## src/design/dpd_pkg.sv

```systemverilog
package dpd_pkg;

  localparam logic [7:0] START_MARK = 8'h24;  // '$'
  localparam logic [7:0] CSUM_MARK  = 8'h23;  // '#'
  localparam logic [7:0] ACK_CHAR   = 8'h2B;  // '+'

  typedef enum logic [3:0] {
    PH_HUNT     = 4'b0001,
    PH_PAYLOAD  = 4'b0010,
    PH_DIGIT_HI = 4'b0100,
    PH_DIGIT_LO = 4'b1000
  } phase_e;

  typedef enum logic [1:0] {
    KIND_PAYLOAD = 2'd0,
    KIND_ACCEPT  = 2'd1,
    KIND_REJECT  = 2'd2
  } kind_e;

  typedef struct packed {
    phase_e     phase;
    logic [7:0] sum;
    logic [3:0] hi_nibble;
    logic       hi_bad;
    logic       started;
  } dpd_state_t;

  typedef struct packed {
    logic       valid;
    kind_e      kind;
    logic [7:0] data;
    logic       first;
    logic [7:0] sum;
  } dpd_result_t;

  typedef struct packed {
    logic       ok;
    logic [3:0] val;
  } hex_digit_t;

  function automatic hex_digit_t hex_decode(input logic [7:0] c);
    hex_digit_t h;
    h = '0;
    case (c) inside
      [8'h30:8'h39]: begin
        h.ok  = 1'b1;
        h.val = c[3:0];
      end
      [8'h41:8'h46], [8'h61:8'h66]: begin
        h.ok  = 1'b1;
        h.val = 4'(c[2:0] + 3'd1) + 4'd8;
      end
      default: begin
        h = '0;
      end
    endcase
    return h;
  endfunction

endpackage

```

## src/design/debug_packet_deframer_unit.sv

```systemverilog
// Path: an accepted byte is held in the input register; its result is registered when it advances.
// Throughput: one byte per cycle unless a result stalls; input register, one state update, result register.
// Bytes that give no result (hunting, markers, high digit) still pass the input register, never waiting.
// Reset: asynchronous, active low; both stages empty, framer hunting for the start marker,
// running sum and digit state cleared.
module debug_packet_deframer_unit (
  input  logic       clk_i,
  input  logic       rst_ni,
  input  logic       rx_valid_i,
  output logic       rx_ready_o,
  input  logic [7:0] rx_byte_i,
  output logic       out_valid_o,
  input  logic       out_ready_i,
  output logic [1:0] out_kind_o,
  output logic [7:0] out_byte_o,
  output logic       first_of_packet_o,
  output logic [7:0] computed_sum_o
);
  import dpd_pkg::*;

  logic        in_valid_q, in_valid_d;
  logic [7:0]  in_byte_q;
  dpd_state_t  state_q, state_d;
  dpd_result_t res;
  logic        out_valid_q, out_valid_d;
  dpd_result_t out_q;
  logic        out_free;
  logic        advance;

  dpd_step u_step (
    .state_i (state_q),
    .byte_i  (in_byte_q),
    .state_o (state_d),
    .res_o   (res)
  );

  assign out_free   = ~out_valid_q | out_ready_i;
  // a byte without a result never waits for the output slot
  assign advance    = in_valid_q & (~res.valid | out_free);
  assign rx_ready_o = ~in_valid_q | advance;

  always_comb begin
    in_valid_d = in_valid_q;
    if (rx_valid_i && rx_ready_o) begin
      in_valid_d = 1'b1;
    end else if (advance) begin
      in_valid_d = 1'b0;
    end
  end

  always_comb begin
    out_valid_d = out_valid_q;
    if (advance && res.valid) begin
      out_valid_d = 1'b1;
    end else if (out_ready_i) begin
      out_valid_d = 1'b0;
    end
  end

  always_ff @(posedge clk_i or negedge rst_ni) begin
    if (!rst_ni) begin
      in_valid_q        <= 1'b0;
      out_valid_q       <= 1'b0;
      state_q           <= '{phase: PH_HUNT, sum: '0, hi_nibble: '0, hi_bad: 1'b0,
                             started: 1'b0};
    end else begin
      in_valid_q  <= in_valid_d;
      out_valid_q <= out_valid_d;
      if (advance) begin
        state_q <= state_d;
      end
    end
  end

  always_ff @(posedge clk_i) begin
    if (rx_valid_i && rx_ready_o) begin
      in_byte_q <= rx_byte_i;
    end
    if (advance && res.valid) begin
      out_q <= res;
    end
  end

  assign out_valid_o       = out_valid_q;
  assign out_kind_o        = out_q.kind;
  assign out_byte_o        = out_q.data;
  assign first_of_packet_o = out_q.first;
  assign computed_sum_o    = out_q.sum;

endmodule

```

## src/design/dpd_step.sv

```systemverilog
module dpd_step (
  input  dpd_pkg::dpd_state_t  state_i,
  input  logic [7:0]           byte_i,
  output dpd_pkg::dpd_state_t  state_o,
  output dpd_pkg::dpd_result_t res_o
);
  import dpd_pkg::*;

  hex_digit_t hex;
  logic [7:0] sum_new;
  logic [7:0] received;

  assign hex      = hex_decode(byte_i);
  assign sum_new  = state_i.sum + byte_i;
  assign received = {state_i.hi_nibble, hex.val};

  always_comb begin
    state_o = state_i;
    res_o   = '0;
    case (state_i.phase)
      PH_HUNT: begin
        if (byte_i == START_MARK) begin
          state_o.phase   = PH_PAYLOAD;
          state_o.sum     = '0;
          state_o.started = 1'b0;
        end
      end
      PH_PAYLOAD: begin
        if (byte_i == CSUM_MARK) begin
          state_o.phase = PH_DIGIT_HI;
        end else begin
          state_o.sum     = sum_new;
          state_o.started = 1'b1;
          res_o.valid     = 1'b1;
          res_o.kind      = KIND_PAYLOAD;
          res_o.data      = byte_i;
          res_o.first     = ~state_i.started;
          res_o.sum       = sum_new;
        end
      end
      PH_DIGIT_HI: begin
        // hold the high digit; no result until the low one
        state_o.hi_nibble = hex.val;
        state_o.hi_bad    = ~hex.ok;
        state_o.phase     = PH_DIGIT_LO;
      end
      PH_DIGIT_LO: begin
        res_o.valid   = 1'b1;
        res_o.kind    = (hex.ok && !state_i.hi_bad && received == state_i.sum) ?
                        KIND_ACCEPT : KIND_REJECT;
        res_o.data    = received;
        res_o.first   = 1'b0;
        res_o.sum     = state_i.sum;
        state_o.phase = PH_HUNT;
      end
      default: begin
        state_o.phase = PH_HUNT;
      end
    endcase
  end

endmodule

```

## config.mk

```make
export PLATFORM = sky130hd
export DESIGN_NAME = debug_packet_deframer_unit
export DESIGN_NICKNAME = d
export VERILOG_FILES = /design/src/design/dpd_pkg.sv /design/src/design/debug_packet_deframer_unit.sv /design/src/design/dpd_step.sv
export SDC_FILE = /design/constraint.sdc
export NUM_CORES = 1
export LEC_CHECK = 0
export BUFFER_PORTS_ARGS = -buffer_cell sky130_fd_sc_hd__buf_2
export CORE_UTILIZATION = 52
export CTS_CLUSTER_DIAMETER = 40
export DETAILED_ROUTE_END_ITERATION = 6
export PLACE_DENSITY = 0.73
export SYNTH_ARGS = -nofsm -noshare
export SYNTH_HDL_FRONTEND = slang
export SYNTH_SLANG_ARGS = --single-unit
```

## constraint.sdc

```tcl
create_clock -name clk_i -period 4.7 [get_ports clk_i]
set_input_delay 0 -clock clk_i [delete_from_list [all_inputs] [get_ports clk_i]]
set_output_delay 0 -clock clk_i [all_outputs]
set_load 0.02 [all_outputs]
```

# Word level (Yosys, flattened, before mapping)

Index checks and enable logic that the tools add are counted.

Output and inout port bits: 21
Logic and storage cells: 72
Bits in registers: 47
Bits of input ports: 12

Muxes and demuxes: 17
Equal/unequal tests: 10
Reduce and logical (&&, ||, !) cells: 15
$add $sub $neg: 3
Bitwise logic cells: 9
Magnitude comparators: 6

Operator list:

| cell                | number |
|---|---|
| $pmux 20 s2         | 1 |
| $mux 20             | 1 |
| $eq 8x6->1 const B  | 2 |
| $ge 8x7->1 const B  | 2 |
| $le 8x7->1 const B  | 2 |
| $pmux 8 s2          | 1 |
| $mux 12             | 1 |
| $pmux 4 s3          | 1 |
| $mux 5              | 2 |
| $add 8x8->8         | 1 |
| $eq 8x8->1          | 1 |
| $ge 8x6->1 const B  | 1 |
| $le 8x6->1 const B  | 1 |
| $mux 8              | 1 |
| $logic_and 1x1->1   | 7 |
| $mux 1              | 6 |
| $reduce_bool 2->1   | 3 |
| $not 1->1           | 5 |
| $add 3x1->4 const B | 1 |
| $add 4x4->4 const B | 1 |
| $eq 4x1->1 const B  | 1 |
| $eq 4x2->1 const B  | 1 |
| $eq 4x3->1 const B  | 1 |
| $eq 4x4->1 const B  | 1 |
| other kinds (12)    | 15 |

# Depth between registers and ports, before layout

Gate-level depths: netlist of the first run.

Depth after elaboration: 15
Gate-level depth with buffers: 8
Gate-level depth less buffers: 8

# Modules after synthesis

Synthesis of the first run repeated with hierarchy kept, for this count alone.

Cell total of the unflattened synthesis: 274
Area, all modules: 3022.9 um^2

Modules (own cells, without submodules):

| module                     | cells each | instances | seq. area each (um^2) | area each (um^2) |
|---|---|---|---|---|
| debug_packet_deframer_unit | 140        | 1         | 1312.5                | 1964.4 |
| dpd_step                   | 134        | 1         | 0.0                   | 1058.5 |

# Worst setup path before layout of the first run

Ideal clock, no wire load.

Kind: reg-to-reg
Start point: register state_q[16] (netlist bit)
End point: register out_q (netlist bit computed_sum_o[0]), enable pin
Cell stages (with the launch flop): 6
Arrival time: 2.220 ns
Library setup time: 0.395 ns
Period minus slack after synthesis: 2.614 ns
Data required time: 4.305 ns
Path slack: 2.086 ns
Path buffers: 1
Path through: dfrtp_1 or4b_1 buf_2 a31oi_1 nor2_1 nor2_1

Longest elaborated chain between the ends: 6
Elaborated cells between the ends (all ways): 7
Classes of those cells: eq/ne (2); mux (1); bitwise (3); reduce/logical (1)

RTL lines:

| what                                            | RTL line                         | RTL |
|---|---|---|
| from (decl)                                     | debug_packet_deframer_unit.sv:23 | `dpd_state_t state_q, state_d;` |
| from (signal assigned)                          | debug_packet_deframer_unit.sv:64 | `state_q <= '{phase: PH_HUNT, sum: '0, hi_nibble: '0, hi_bad: 1'b0,` |
| from (signal assigned)                          | debug_packet_deframer_unit.sv:70 | `state_q <= state_d;` |
| $eq 4x4->1 / $eq 4x2->1 (equally long branches) | dpd_step.sv:20                   | `case (state_i.phase)` |
| $pmux 20 s2 (*)                                 | dpd_step.sv:20                   |  |
| $not 1->1                                       | debug_packet_deframer_unit.sv:39 | `assign advance = in_valid_q & (~res.valid \| out_free);` |
| $or 1x1->1                                      | debug_packet_deframer_unit.sv:39 |  |
| $and 1x1->1                                     | debug_packet_deframer_unit.sv:39 |  |
| $logic_and 1x1->1 (*)                           | debug_packet_deframer_unit.sv:79 | `if (advance && res.valid) begin` |
| to (signal assigned)                            | debug_packet_deframer_unit.sv:80 | `out_q <= res;` |
| to (decl)                                       | debug_packet_deframer_unit.sv:26 | `dpd_result_t out_q;` |

Every way passes the cells marked *; elsewhere a longest branch is shown, timed or not.
A chain may end at the register's enable or synchronous reset.

==> results of run 1 <==
## metal layers
| metal | track usage [%] | share of wire (%) | up-vias |
|---|---|---|---|
| li1 | - | - | 890 |
| met1 | 28.7 | 46 | 888 |
| met2 | 37.7 | 48 | 54 |
| met3 | 3.42 | 4.2 | 7 |
| met4 | 10.0 | 1.8 | 0 |
| met5 | 0 | 0 | - |
## path summary, 6_finish.rpt
check / from / endpoint / slack (ns) / cells past startpoint
hold reg to reg: state_q[0]$_DFFE_PN0P_ / state_q[0]$_DFFE_PN0P_ / 0.48 / 2
hold / removal: out_ready_i / out_valid_o$_DFFE_PN0P_ / 0.05 / 3
min in group asynchronous: rst_ni / state_q[9]$_DFFE_PN0P_ / 0.19 / 2
setup reg to reg: in_byte_q[1]$_DFFE_PP_ / out_kind_o[0]$_DFFE_PP_ / 2.00 / 8
max in group asynchronous: rst_ni / state_q[14]$_DFFE_PN1P_ / 4.15 / 2
setup / recovery: in_byte_q[1]$_DFFE_PP_ / out_kind_o[0]$_DFFE_PP_ / 2.00 / 8
## cell usage after synthesis, types with 2 or more instances
master / instances / share of area, %
sky130_fd_sc_hd__a21o_1: 2 / 0.61
sky130_fd_sc_hd__a21oi_1: 14 / 2.8
sky130_fd_sc_hd__a22o_1: 8 / 2.8
sky130_fd_sc_hd__a31oi_1: 2 / 0.51
sky130_fd_sc_hd__a32o_1: 3 / 1.2
sky130_fd_sc_hd__buf_2: 2 / 0.41
sky130_fd_sc_hd__clkbuf_1: 4 / 0.61
sky130_fd_sc_hd__dfrtp_1: 19 / 19
sky130_fd_sc_hd__edfxtp_1: 27 / 33
sky130_fd_sc_hd__ha_1: 11 / 5.6
sky130_fd_sc_hd__inv_1: 8 / 1.2
sky130_fd_sc_hd__mux2_2: 6 / 2.7
sky130_fd_sc_hd__nand2_1: 22 / 3.4
sky130_fd_sc_hd__nand2_2: 2 / 0.51
sky130_fd_sc_hd__nand3_1: 2 / 0.41
sky130_fd_sc_hd__nor2_1: 11 / 1.7
sky130_fd_sc_hd__nor2b_1: 4 / 1.0
sky130_fd_sc_hd__nor3_1: 4 / 0.81
sky130_fd_sc_hd__nor3b_1: 3 / 0.91
sky130_fd_sc_hd__nor4b_1: 5 / 1.8
sky130_fd_sc_hd__o211ai_1: 3 / 0.91
sky130_fd_sc_hd__o21ai_0: 14 / 2.8
sky130_fd_sc_hd__o21bai_1: 4 / 1.2
sky130_fd_sc_hd__o31ai_1: 4 / 1.2
sky130_fd_sc_hd__xnor2_1: 9 / 3.2
sky130_fd_sc_hd__xor2_1: 4 / 1.4
## per-stage QoR
| step | power, mW | instance area [um2] | utilization (%) | instances | hold slack [ns] |
|---|---|---|---|---|---|
| 4_1_cts | 0.853 | 2890 | 65.1 | 313 | 0.0481 |
| 3_5_place_dp | 0.561 | 2690 | 60.4 | 295 | -0.00626 |
| 3_3_place_gp | 0.559 | 2690 | 60.4 | 295 | -0.00997 |
| 6_report | 0.852 | 2890 | 65.1 | 313 | 0.0457 |
| 5_1_grt | 0.880 | 2890 | 65.1 | 313 | 0.0862 |
| 2_1_floorplan | 0.534 | 2460 | - | 215 | -0.296 |
## registers in the layout, indices dropped and copies added, names as in the netlist
register	cells
out_kind_o	2
out_byte_o	8
in_byte_q	8
out_valid_o	1
computed_sum_o	8
in_valid_q	1
state_q	18
first_of_packet_o	1
## power breakdown
group	internal [mW]	switching (mW)	total [mW]
combinational	0.0410	0.0469	0.0880
sequential	0.450	0.0228	0.473
clock	0.156	0.135	0.291
## cell type report
class,count,area (um2)
Fill cell,365,1550
Sequential cell,47,1310
Multi-Input combinational cell,154,1100
Timing Repair Buffer,44,275
Clock buffer,5,68.8
Tap cell,52,65.1
Clock inverter,3,38.8
Inverter,8,30.0
## cell usage in the layout (no fill, tap or decap), drive strengths merged, types with 2 or more instances in the layout
cell | netlist | final
nor2 | 12 | 12
mux2 | 6 | 6
o31ai | 4 | 4
a2111oi | 2 | 2
o211ai | 3 | 3
nor3 | 4 | 4
ha | 11 | 11
inv | 8 | 8
edfxtp | 27 | 27
xnor2 | 9 | 9
nor2b | 4 | 4
a31oi | 2 | 2
nor4b | 6 | 6
a22o | 8 | 8
buf | 2 | 34
a21o | 2 | 2
nand3 | 2 | 2
clkinv | 0 | 2
a21oi | 14 | 14
dlygate4sd3 | 0 | 10
o21bai | 4 | 4
clkbuf | 4 | 5
nand2 | 24 | 24
o21ai | 14 | 14
a32o | 3 | 3
xor2 | 4 | 4
dfrtp | 19 | 19
nor3b | 3 | 3
## worst reg2reg max path, stage by stage, from the launching register on
cell and delay (ns):
sky130_fd_sc_hd__edfxtp_1 0.55, sky130_fd_sc_hd__inv_1 0.12, sky130_fd_sc_hd__ha_1 0.23, sky130_fd_sc_hd__nor3b_1 0.15, sky130_fd_sc_hd__nor4b_1 0.54, sky130_fd_sc_hd__a22o_1 0.27
sky130_fd_sc_hd__xnor2_1 0.13, sky130_fd_sc_hd__o211ai_1 0.13, sky130_fd_sc_hd__nor4b_1 0.36
## kinds of logic (layout without fill, tap and decap cells)
family / count (synthesis) / count (layout) / synth area share [%]
multiplexers: 6 / 6 / 2.74
adder cells (fa/ha/maj): 12 / 12 / 6.40
XOR/XNOR: 13 / 13 / 4.62
buffers and inverters: 14 / 60 / 2.23
flip-flops: 47 / 47 / 53.2
AND/OR/NAND/NOR: 63 / 63 / 13.8
AO/OA/AOI/OAI: 60 / 60 / 17.0
## repair_timing
item,CTS,global route
setup endpoints to repair,0,0
hold buffers,10,0
endpoints found under the hold margin,28,0
==> load_flow_metrics.sql, run 1 <==
INSERT INTO impl_metrics (metric_group, metric, value, unit) VALUES
('timing', 'setup_violations', '0', ''),
('clock_network', 'cts_tree', 'yes', ''),
('worst_setup_path', 'critPathKind', 'reg -> reg', ''),
('logic_synthesis', 'synth.cell_area', '0.00246', 'mm2'),
('timing', 'finalCritPeriodShare', '57.5', '%'),
('worst_setup_path', 'slowest_stage', 'sky130_fd_sc_hd__edfxtp_1', ''),
('status', 'outcome', 'complete, but fails checks', ''),
('worst_setup_path', 'worstPathArrival', '2.80', 'ns'),
('drt', 'route.detailed.drc', '10', ''),
('clock_network', 'worst_skew_pair.late_latency', '0.30', 'ns'),
('worst_setup_path', 'path_buf_inv', '1', ''),
('timing', 'maxSlewViolCount', '0', ''),
('timing', 'clock.fmax', '0.370', 'GHz'),
('drt', 'vias_per_cell', '5.88', ''),
('power_and_ir_drop', 'power.static_leakage', '1.27', 'nW'),
('timing', 'hold_viol_final', '0', ''),
('drt', 'detailedRoute.firstPassIterationCount', '7', ''),
('power_and_ir_drop', 'irDropWorstVdd', '190', 'uV'),
('logic_synthesis', 'postSynth.asyncResetShare', '42.6', '%'),
('grt', 'grt_pass1_vias', '1801', ''),
('floorplanning', 'fp.dieW', '70.9', 'um'),
('logic_synthesis', 'synth_nets', '239', ''),
('grt', 'globalRouteTotalUtil', '22.4', '%'),
('job', 'maxCapViolations', '0', ''),
('timing', 'relative_slew_slack', '30.9', '%'),
('drt', 'num_vias', '1839', ''),
('worst_setup_path', 'timing.critical_path.slowest_cell_delay', '0.55', 'ns'),
('clock_network', 'cts_post_setup_buffers_inserted', '0', ''),
('logic_synthesis', 'synth_edf_count', '27', ''),
('final_layout', 'antenna_cells_inserted', '0', ''),
('clock_network', 'count_of_instances_resized_after_the_clock_tree_is_built', '0', ''),
('drt', 'antenna_left', '0', ''),
('final_layout', 'layout-drive-gt1-share', '21.5', '%'),
('logic_synthesis', 'synthesis.area_per_instance', '11.5', 'um2'),
('logic_synthesis', 'yosys_warnings', '0', ''),
('grt', 'initial_antenna_violation_count', '0', ''),
('worst_setup_path', 'cpMostUsedCell', 'sky130_fd_sc_hd__nor4b_1', ''),
('grt', 'grt_pass1_wl', '8430', 'um'),
('floorplanning', 'placement_rows', '24', ''),
('clock_network', 'htree_levels', '2', ''),
('logic_synthesis', 'yosysUniqueCellTypes', '44', ''),
('logic_synthesis', 'synthFlopType', 'sky130_fd_sc_hd__edfxtp_1', ''),
('worst_setup_path', 'cell_type_group_with_the_largest_total_delay_on_the_critical_path', 'simple AND/OR/NAND/NOR gates', ''),
('clock_network', 'worst_setup_hold_path_clk_slew', '0.09', 'ns'),
('placed_design', 'port_buffer_count', '32', ''),
('worst_setup_path', 'crit_path_end_kind', 'flop', ''),
('drt', 'detail_route.iter0.violations', '149', ''),
('timing', 'grt_setup_unrepaired', 'false', ''),
('floorplanning', 'starting_utilization_of_the_core_area', '55.5', '%'),
('timing', 'totalNegativeSetupSlack', '0', 'ns'),
('logic_synthesis', 'synth_cells', '215', ''),
('placed_design', 'post-place-ws', '2.04', 'ns'),
('placed_design', 'globalplace.congestion', '0.901', ''),
('status', 'failed_checks', 'DRC', ''),
('timing', 'worst_slack', '2.00', 'ns'),
('clock_network', 'clockRootBuffer', 'sky130_fd_sc_hd__clkbuf_8', ''),
('worst_setup_path', 'cp-start-kind', 'flop', ''),
('drt', 'finalWirelength', '5050', 'um'),
('grt', 'maximum_number_of_pins_on_one_net_before_global_route_repair', '21', ''),
('worst_setup_path', 'critical_path.cell_chain', 'inv_1 -> ha_1 -> nor3b_1 -> nor4b_1 -> a22o_1 -> xnor2_1 -> o211ai_1 -> nor4b_1', ''),
('placed_design', 'place.detailed.hpwl', '3500', 'um'),
('power_and_ir_drop', 'power_density', '294', 'mW/mm2'),
('timing', 'worst_slew_pin_slew', '1.03', 'ns'),
('logic_synthesis', 'ffs_latches_synth', '47', ''),
('final_layout', 'areaGrowthSynthToFinish', '17.4', '%'),
('floorplanning', 'ioPinCount', '33', ''),
('worst_setup_path', 'timing.critical_path.fanout_max', '9', ''),
('timing', 'skew', '0.00537', 'ns'),
('floorplanning', 'die-area', '0.00502', 'mm2'),
('floorplanning', 'height_of_the_die', '70.9', 'um'),
('hold_path', 'worstHoldPathType', 'in -> reg', ''),
('drt', 'routedWlPerCell', '16.1', 'um'),
('clock_network', 'numCtsBuffers', '5', ''),
('logic_synthesis', 'synth.yosys.seq_area_share', '53.2', '%'),
('floorplanning', 'coreArea', '0.00444', 'mm2'),
('timing', 'period_needed', '2.70', 'ns'),
('grt', 'grt.overflow.total', '0', ''),
('clock_network', 'clk_path_buf_depth', '2', ''),
('final_layout', 'final_nets', '284', ''),
('clock_network', 'cts_sinks', '47', ''),
('worst_setup_path', 'worst-endpoint-required', '4.80', 'ns');
Power figures use the tool's default switching activity.
==> inputs of run 2 (changes only) <==
--- a/config.mk
+++ b/config.mk
@@ -6,10 +6,10 @@
 export NUM_CORES = 1
 export LEC_CHECK = 0
 export BUFFER_PORTS_ARGS = -buffer_cell sky130_fd_sc_hd__buf_2
-export CORE_UTILIZATION = 52
+export CORE_UTILIZATION = 51
 export CTS_CLUSTER_DIAMETER = 40
 export DETAILED_ROUTE_END_ITERATION = 6
-export PLACE_DENSITY = 0.73
+export PLACE_DENSITY = 0.75
 export SYNTH_ARGS = -nofsm -noshare
 export SYNTH_HDL_FRONTEND = slang
 export SYNTH_SLANG_ARGS = --single-unit
==> constraint.sdc (replaced) <==
create_clock -name clk_i -period 2.3 [get_ports clk_i]
set_input_delay 0 -clock clk_i [delete_from_list [all_inputs] [get_ports clk_i]]
set_output_delay 0 -clock clk_i [all_outputs]
set_load 0.02 [all_outputs]
==> run 2 against run 1 <==
  * The flow now finishes without violations
  * Wire length rose by 19%
  * Sequential share of layout area fell by 5.5 points
  * Combinational power rose to 3.3 times the previous value
  * Cell count rose by 12%
  * Non-clock buffer count rose by 36
  * Fmax rose by 19%
  * Critical path depth did not move
  * Sequential power rose by 100%
  * Global-route usage rose by 2.5 points
  * Power rose by 100%
  * Via count rose by 9.8%
  * Clock skew rose by 0.0026 ns
  * Critical endpoint is now computed_sum_o[6]$_DFFE_PP_
  * Largest power group unchanged
==> load_flow_metrics.sql, run 2 (synthesis results as in run 1) <==
INSERT INTO impl_metrics (metric_group, metric, value, unit) VALUES
('clock_network', 'worst_skew_pair.late_latency', '0.31', 'ns'),
('final_layout', 'multiInputGateArea', '0.00122', 'mm2'),
('final_layout', 'final_cell_mix', 'sky130_fd_sc_hd__buf_4, sky130_fd_sc_hd__buf_2, sky130_fd_sc_hd__edfxtp_1, sky130_fd_sc_hd__nand2_1, sky130_fd_sc_hd__dfrtp_1', ''),
('worst_setup_path', 'slowest_stage', 'sky130_fd_sc_hd__edfxtp_1', ''),
('drt', 'vias_per_cell', '5.79', ''),
('power_and_ir_drop', 'irDropWorstVdd', '394', 'uV'),
('floorplanning', 'ioPinCount', '33', ''),
('drt', 'antenna_left', '0', ''),
('timing', 'relative_slew_slack', '55.7', '%'),
('worst_setup_path', 'cell_type_group_with_the_largest_total_delay_on_the_critical_path', 'compound AO/OA/AOI/OAI gates', ''),
('clock_network', 'worst_setup_hold_path_clk_slew', '0.09', 'ns'),
('timing', 'period_needed', '2.28', 'ns'),
('worst_setup_path', 'path_buf_inv', '0', ''),
('drt', 'routedWlPerCell', '17.2', 'um'),
('worst_setup_path', 'critical_path.cell_chain', 'ha_2 -> fa_2 -> a21o_1 -> a21oi_2 -> o21bai_1 -> a21oi_2 -> xor2_1 -> o21ai_0', ''),
('power_and_ir_drop', 'p_total', '1.73', 'mW'),
('grt', 'initial_antenna_violation_count', '0', ''),
('grt', 'grt_pass1_wl', '9470', 'um'),
('clock_network', 'cts_sinks', '47', ''),
('status', 'outcome', 'finished clean', ''),
('floorplanning', 'height_of_the_die', '71.5', 'um'),
('worst_setup_path', 'critPathKind', 'reg -> reg', ''),
('clock_network', 'clockRootBuffer', 'sky130_fd_sc_hd__clkbuf_8', ''),
('final_layout', 'areaGrowthSynthToFinish', '33.5', '%'),
('timing', 'maxSlewViolCount', '0', ''),
('hold_path', 'worstHoldPathType', 'in -> reg', ''),
('final_layout', 'finalInstanceArea', '0.00329', 'mm2'),
('placed_design', 'globalplace.congestion', '0.861', ''),
('job', 'maxCapViolations', '0', ''),
('final_layout', 'register_ranked_first_by_flip_flop_count', 'state_q', ''),
('final_layout', 'antenna_cells_inserted', '0', ''),
('grt', 'grt.overflow.total', '0', ''),
('floorplanning', 'placement_rows', '24', ''),
('final_layout', 'layout.cells.most_common', 'sky130_fd_sc_hd__buf_4', ''),
('clock_network', 'cts_tree', 'yes', ''),
('floorplanning', 'coreArea', '0.00450', 'mm2'),
('worst_setup_path', 'timing.critical_path.slowest_cell_delay', '0.43', 'ns'),
('final_layout', 'layout-drive-gt1-share', '39.1', '%'),
('floorplanning', 'fp.dieW', '71.5', 'um'),
('drt', 'finalWirelength', '6010', 'um'),
('final_layout', 'final_nets', '320', ''),
('final_layout', 'layout.area.seq', '0.00131', 'mm2'),
('floorplanning', 'starting_utilization_of_the_core_area', '54.7', '%'),
('timing', 'worst_slew_pin_slew', '0.656', 'ns'),
('drt', 'routedLengthMet1', '2500', 'um'),
('grt', 'globalRouteTotalUtil', '24.8', '%'),
('worst_setup_path', 'cpMostUsedCell', 'sky130_fd_sc_hd__a21oi_2', ''),
('worst_setup_path', 'worst-endpoint-required', '2.36', 'ns'),
('drt', 'met2RoutedLength', '2910', 'um'),
('power_and_ir_drop', 'power_density', '527', 'mW/mm2'),
('placed_design', 'port_buffer_count', '32', ''),
('worst_setup_path', 'timing.critical_path.fanout_max', '2', ''),
('drt', 'num_vias', '2020', ''),
('placed_design', 'placement.cell_area', '0.00296', 'mm2'),
('timing', 'finalCritPeriodShare', '99.0', '%'),
('grt', 'maximum_number_of_pins_on_one_net_before_global_route_repair', '21', ''),
('timing', 'clock.fmax', '0.439', 'GHz'),
('final_layout', 'largest_register_ffs', '18', ''),
('power_and_ir_drop', 'power.static_leakage', '1.46', 'nW'),
('grt', 'grt_pass1_vias', '2025', ''),
('floorplanning', 'die-area', '0.00512', 'mm2'),
('clock_network', 'htree_levels', '2', ''),
('drt', 'top_layer_used', 'met4', ''),
('drt', 'wl_met3', '404', 'um'),
('clock_network', 'clk_path_buf_depth', '2', ''),
('final_layout', 'nFillCells', '301', ''),
('worst_setup_path', 'crit_path_end_kind', 'flop', ''),
('timing', 'setup_violations', '0', ''),
('worst_setup_path', 'cp-start-kind', 'flop', ''),
('drt', 'route.detailed.drc', '0', ''),
('drt', 'detailedRoute.firstPassIterationCount', '4', ''),
('drt', 'detail_route.iter0.violations', '148', ''),
('timing', 'skew', '0.00801', 'ns'),
('timing', 'hold_viol_final', '0', ''),
('clock_network', 'numCtsBuffers', '5', ''),
('placed_design', 'place.detailed.hpwl', '4110', 'um'),
('worst_setup_path', 'worstPathArrival', '2.33', 'ns');
==> run 2: power breakdown <==
| group | switching [mW] | internal, mW |
|---|---|---|
| registers | 0.0280 | 0.920 |
| logic | 0.145 | 0.140 |
| clock network | 0.288 | 0.212 |
==> run 2: through the flow <==
step | instances | setup slack [ns] | TNS [ns] | util (%) | hold WS [ns]
after global placement | 326 | 0.0417 | 0 | 65.7 | -0.0227
after detailed placement | 326 | -0.0102 | -0.0102 | 65.7 | -0.0179
after global routing | 349 | -0.0311 | -0.0439 | 73.0 | 0.0703
after CTS | 345 | -0.0125 | -0.0125 | 70.3 | 0.0116
final | 349 | 0.0226 | 0 | 73.0 | 0.0375
after floorplan | 215 | 0.0574 | 0 | - | -0.296
==> run 2: final timing paths <==
| kind | start | to | slack [ns] | cells past startpoint |
|---|---|---|---|---|
| max | in_byte_q[0]$_DFFE_PP_ | computed_sum_o[6]$_DFFE_PP_ | 0.02 | 8 |
| min | out_ready_i | out_valid_o$_DFFE_PN0P_ | 0.04 | 3 |
| max reg2reg | in_byte_q[0]$_DFFE_PP_ | computed_sum_o[6]$_DFFE_PP_ | 0.02 | 8 |
| min reg2reg | state_q[0]$_DFFE_PN0P_ | state_q[0]$_DFFE_PN0P_ | 0.50 | 2 |
| max in group asynchronous | rst_ni | state_q[14]$_DFFE_PN1P_ | 1.78 | 2 |
| min in group asynchronous | rst_ni | state_q[13]$_DFFE_PN0P_ | 0.18 | 2 |
==> run 2: timing repair <==
item                                   in CTS  in global routing
endpoints found under the hold margin      29                  0
cloned                                      0                  0
resized for setup                           3                 24
setup endpoints to repair                   2                 23
buffers inserted                            1                  4
hold buffers                               10                  0
pin swaps                                   2                 13
==> run 2: area by class of cell <==
| type | instances | share of cell area, % |
|---|---|---|
| flip-flops and latches | 47 | 39.9 |
| clock buffers | 5 | 2.09 |
| inverters | 8 | 0.913 |
| clock inverters | 3 | 0.609 |
| multi-input cells | 154 | 37.0 |
| repair buffers | 80 | 17.5 |
| well taps | 52 | 1.98 |
==> run 2: metal layers <==
metal  global-route usage (%)  vias to the layer above
met5                        0                        -
met1                     30.7                      947
li1                         -                      963
met4                     10.7                        0
met2                     42.3                       85
met3                     5.20                       25
==> run 2: tightest hold or removal path, cell delays in order <==
cell and delay (ns):
sky130_fd_sc_hd__buf_2 0.07, sky130_fd_sc_hd__nand2b_1 0.15, sky130_fd_sc_hd__o21ai_0 0.09
==> inputs of run 3 (changes only) <==
==> constraint.sdc (replaced) <==
create_clock -name clk_i -period 2.3 [get_ports clk_i]
set_input_delay 0.115 -clock clk_i [delete_from_list [all_inputs] [get_ports clk_i]]
set_output_delay 0.115 -clock clk_i [all_outputs]
set_load 0.02 [all_outputs]
==> run 3 against run 2 <==
  * Count of clock-buffer cells in the layout unchanged
  * Clock skew rose by 0.0016 ns
  * Worst hold slack improved by 0.11 ns
  * Critical path depth stayed put
  * Sequential power hardly changed
  * Flip-flop and latch count unchanged
  * Power up 0.18%
  * Clock power about the same
  * Utilization grew 0.19 points
  * Sequential share of layout area decreased by 0.11 points
  * Combinational power about the same
  * Non-clock buffer count stayed put
  * Largest cell class unchanged
==> load_flow_metrics.sql, run 3 (synthesis results as in run 1) <==
INSERT INTO impl_metrics (metric_group, metric, value, unit) VALUES
('status', 'outcome', 'finished clean', ''),
('floorplanning', 'die-area', '0.00512', 'mm2'),
('timing', 'finalCritPeriodShare', '98.4', '%'),
('floorplanning', 'height_of_the_die', '71.5', 'um'),
('worst_setup_path', 'worst_r2r_path_depth', '8', ''),
('clock_network', 'numCtsBuffers', '5', ''),
('final_layout', 'layout.cells.most_common', 'sky130_fd_sc_hd__buf_4', ''),
('worst_setup_path', 'path_buf_inv', '0', ''),
('final_layout', 'nFillCells', '297', ''),
('placed_design', 'numPlacedInstances', '326', ''),
('hold_path', 'min_to', 'out_valid_o$_DFFE_PN0P_', ''),
('clock_network', 'worst_skew_pair.late_latency', '0.31', 'ns'),
('grt', 'globalRouteTotalUtil', '24.9', '%'),
('drt', 'antenna_left', '0', ''),
('clock_network', 'clk_path_buf_depth', '2', ''),
('worst_setup_path', 'critical_path.cell_chain', 'ha_2 -> fa_2 -> a21o_1 -> a21oi_2 -> o21bai_1 -> a21oi_2 -> xor2_1 -> o21ai_0', ''),
('timing', 'maxSlewViolCount', '0', ''),
('floorplanning', 'starting_utilization_of_the_core_area', '54.7', '%'),
('worst_setup_path', 'r2r_setup_slack', '0.04', 'ns'),
('hold_path', 'timing.hold.worst.start', 'out_ready_i', ''),
('worst_setup_path', 'r2r_end', 'computed_sum_o[6]$_DFFE_PP_', ''),
('placed_design', 'port_buffer_count', '32', ''),
('floorplanning', 'coreArea', '0.00450', 'mm2'),
('drt', 'route.detailed.drc', '0', ''),
('final_layout', 'post-route-util', '73.2', '%'),
('placed_design', 'place.detailed.hpwl', '4110', 'um'),
('worst_setup_path', 'cp-start-kind', 'flop', ''),
('final_layout', 'multiInputGateArea', '0.00123', 'mm2'),
('final_layout', 'final_nets', '320', ''),
('drt', 'num_vias', '2011', ''),
('worst_setup_path', 'timing.critical_path.slowest_cell_delay', '0.43', 'ns'),
('clock_network', 'worst_setup_hold_path_clk_slew', '0.09', 'ns'),
('floorplanning', 'placement_rows', '24', ''),
('placed_design', 'globalplace.congestion', '0.861', ''),
('timing', 'setup_violations', '0', ''),
('worst_setup_path', 'worstPathArrival', '2.33', 'ns'),
('final_layout', 'largest_register_ffs', '18', ''),
('drt', 'finalWirelength', '6010', 'um'),
('final_layout', 'layout.area.seq', '0.00131', 'mm2'),
('drt', 'vias_per_cell', '5.76', ''),
('worst_setup_path', 'crit_path_end_kind', 'flop', ''),
('grt', 'grt_pass1_vias', '2033', ''),
('power_and_ir_drop', 'irDropWorstVdd', '396', 'uV'),
('power_and_ir_drop', 'power_density', '527', 'mW/mm2'),
('hold_path', 'worstHoldPathType', 'in -> reg', ''),
('timing', 'clock.fmax', '0.442', 'GHz'),
('drt', 'detail_route.iter0.violations', '150', ''),
('job', 'maxCapViolations', '0', ''),
('drt', 'detailedRoute.firstPassIterationCount', '4', ''),
('timing', 'hold_viol_final', '0', ''),
('floorplanning', 'fp.dieW', '71.5', 'um'),
('final_layout', 'finalNonFillerCells', '349', ''),
('timing', 'period_needed', '2.26', 'ns'),
('clock_network', 'clockRootBuffer', 'sky130_fd_sc_hd__clkbuf_8', ''),
('worst_setup_path', 'critical_path.reg2reg.startpoint', 'in_byte_q[0]$_DFFE_PP_', ''),
('worst_setup_path', 'slowest_stage', 'sky130_fd_sc_hd__edfxtp_1', ''),
('worst_setup_path', 'critPathKind', 'reg -> reg', ''),
('timing', 'worst_slew_pin_slew', '0.694', 'ns'),
('final_layout', 'register_ranked_first_by_flip_flop_count', 'state_q', ''),
('timing', 'skew', '0.00960', 'ns'),
('floorplanning', 'ioPinCount', '33', ''),
('grt', 'grt_pass1_wl', '9510', 'um'),
('clock_network', 'htree_levels', '2', ''),
('worst_setup_path', 'cpMostUsedCell', 'sky130_fd_sc_hd__a21oi_2', ''),
('worst_setup_path', 'cell_type_group_with_the_largest_total_delay_on_the_critical_path', 'compound AO/OA/AOI/OAI gates', ''),
('final_layout', 'areaGrowthSynthToFinish', '33.8', '%'),
('timing', 'relative_slew_slack', '53.1', '%'),
('final_layout', 'final_cell_mix', 'sky130_fd_sc_hd__buf_4, sky130_fd_sc_hd__buf_2, sky130_fd_sc_hd__edfxtp_1, sky130_fd_sc_hd__nand2_1, sky130_fd_sc_hd__dfrtp_1', ''),
('drt', 'routedWlPerCell', '17.2', 'um'),
('worst_setup_path', 'worst-endpoint-required', '2.36', 'ns'),
('clock_network', 'cts_sinks', '47', ''),
('grt', 'grt.overflow.total', '0', ''),
('clock_network', 'cts_tree', 'yes', ''),
('hold_path', 'min_path_cells', '3', ''),
('grt', 'maximum_number_of_pins_on_one_net_before_global_route_repair', '21', ''),
('final_layout', 'layout-drive-gt1-share', '39.1', '%'),
('final_layout', 'antenna_cells_inserted', '0', ''),
('timing', 'grt_setup_unrepaired', 'true', ''),
('grt', 'initial_antenna_violation_count', '0', ''),
('worst_setup_path', 'timing.critical_path.fanout_max', '2', ''),
('power_and_ir_drop', 'power.static_leakage', '1.46', 'nW');
-- run 3: cell types whose count changed in the layout (fill, tap and decap cells not counted) --
cell / change
sky130_fd_sc_hd__o21ai_1: -1
sky130_fd_sc_hd__a31oi_4: +1
sky130_fd_sc_hd__o21ai_0: +1
sky130_fd_sc_hd__a31oi_2: -1
-- run 3: final cells by class --
| cell class | count | share of cell area (%) |
|---|---|---|
| Tap cell | 52 | 1.97 |
| Multi-Input combinational cell | 154 | 37.2 |
| Sequential cell | 47 | 39.8 |
| Clock buffer | 5 | 2.09 |
| Timing Repair Buffer | 80 | 17.4 |
| Clock inverter | 3 | 0.607 |
| Inverter | 8 | 0.910 |
-- run 3: where the power goes --
group | internal, mW | switching [mW] | total, mW
registers | 0.920 | 0.0282 | 0.948
logic | 0.141 | 0.147 | 0.288
clock network | 0.212 | 0.289 | 0.501
-- run 3: through the flow --
step | cell area [um2] | setup WS [ns] | total power, mW | setup TNS [ns] | hold slack [ns]
after floorplan | 2480 | 0.0574 | 1.09 | 0 | -0.181
after global placement | 2960 | 0.0417 | 1.20 | 0 | 0.0923
after detailed placement | 2960 | -0.0102 | 1.21 | -0.0102 | 0.0971
after CTS | 3170 | -0.0125 | 1.72 | -0.0125 | 0.148
after global routing | 3300 | -0.0560 | 1.80 | -0.0851 | 0.185
final | 3300 | 0.0362 | 1.74 | 0 | 0.152
-- run 3: timing repair --
item	4_1_cts	5_1_grt
hold buffers	10	0
setup buffers	1	4
endpoints found under the setup margin	3	23
resized for setup	4	23
pin swaps	2	14
endpoints found under the hold margin	28	0
-- run 3: worst max-delay path by stage --
stage          depth (start not counted)              startpoint                          end
2_1_floorplan                          8  in_byte_q[0]$_DFFE_PP_  computed_sum_o[6]$_DFFE_PP_
3_3_place_gp                           8  in_byte_q[0]$_DFFE_PP_  computed_sum_o[6]$_DFFE_PP_
3_5_place_dp                           8  in_byte_q[0]$_DFFE_PP_  computed_sum_o[6]$_DFFE_PP_
4_1_cts                                8  in_byte_q[1]$_DFFE_PP_  computed_sum_o[7]$_DFFE_PP_
5_1_grt                                8  in_byte_q[1]$_DFFE_PP_  computed_sum_o[7]$_DFFE_PP_
6_report                               8  in_byte_q[0]$_DFFE_PP_  computed_sum_o[6]$_DFFE_PP_
-- run 3: worst reg2reg max path: stages (launching register included) --
cell	delay, ns
sky130_fd_sc_hd__edfxtp_1	0.43
sky130_fd_sc_hd__ha_2	0.23
sky130_fd_sc_hd__fa_2	0.37
sky130_fd_sc_hd__a21o_1	0.21
sky130_fd_sc_hd__a21oi_2	0.16
sky130_fd_sc_hd__o21bai_1	0.11
sky130_fd_sc_hd__a21oi_2	0.20
sky130_fd_sc_hd__xor2_1	0.22
sky130_fd_sc_hd__o21ai_0	0.10
-- run 3: metal layers --
layer  GRT usage (%)  vias up  wire length, um
met2            42.6       84             2980
met3            5.20       19              344
met1            30.7      947             2550
met5               0        -                0
met4            10.7        0              143
li1                -      961                -
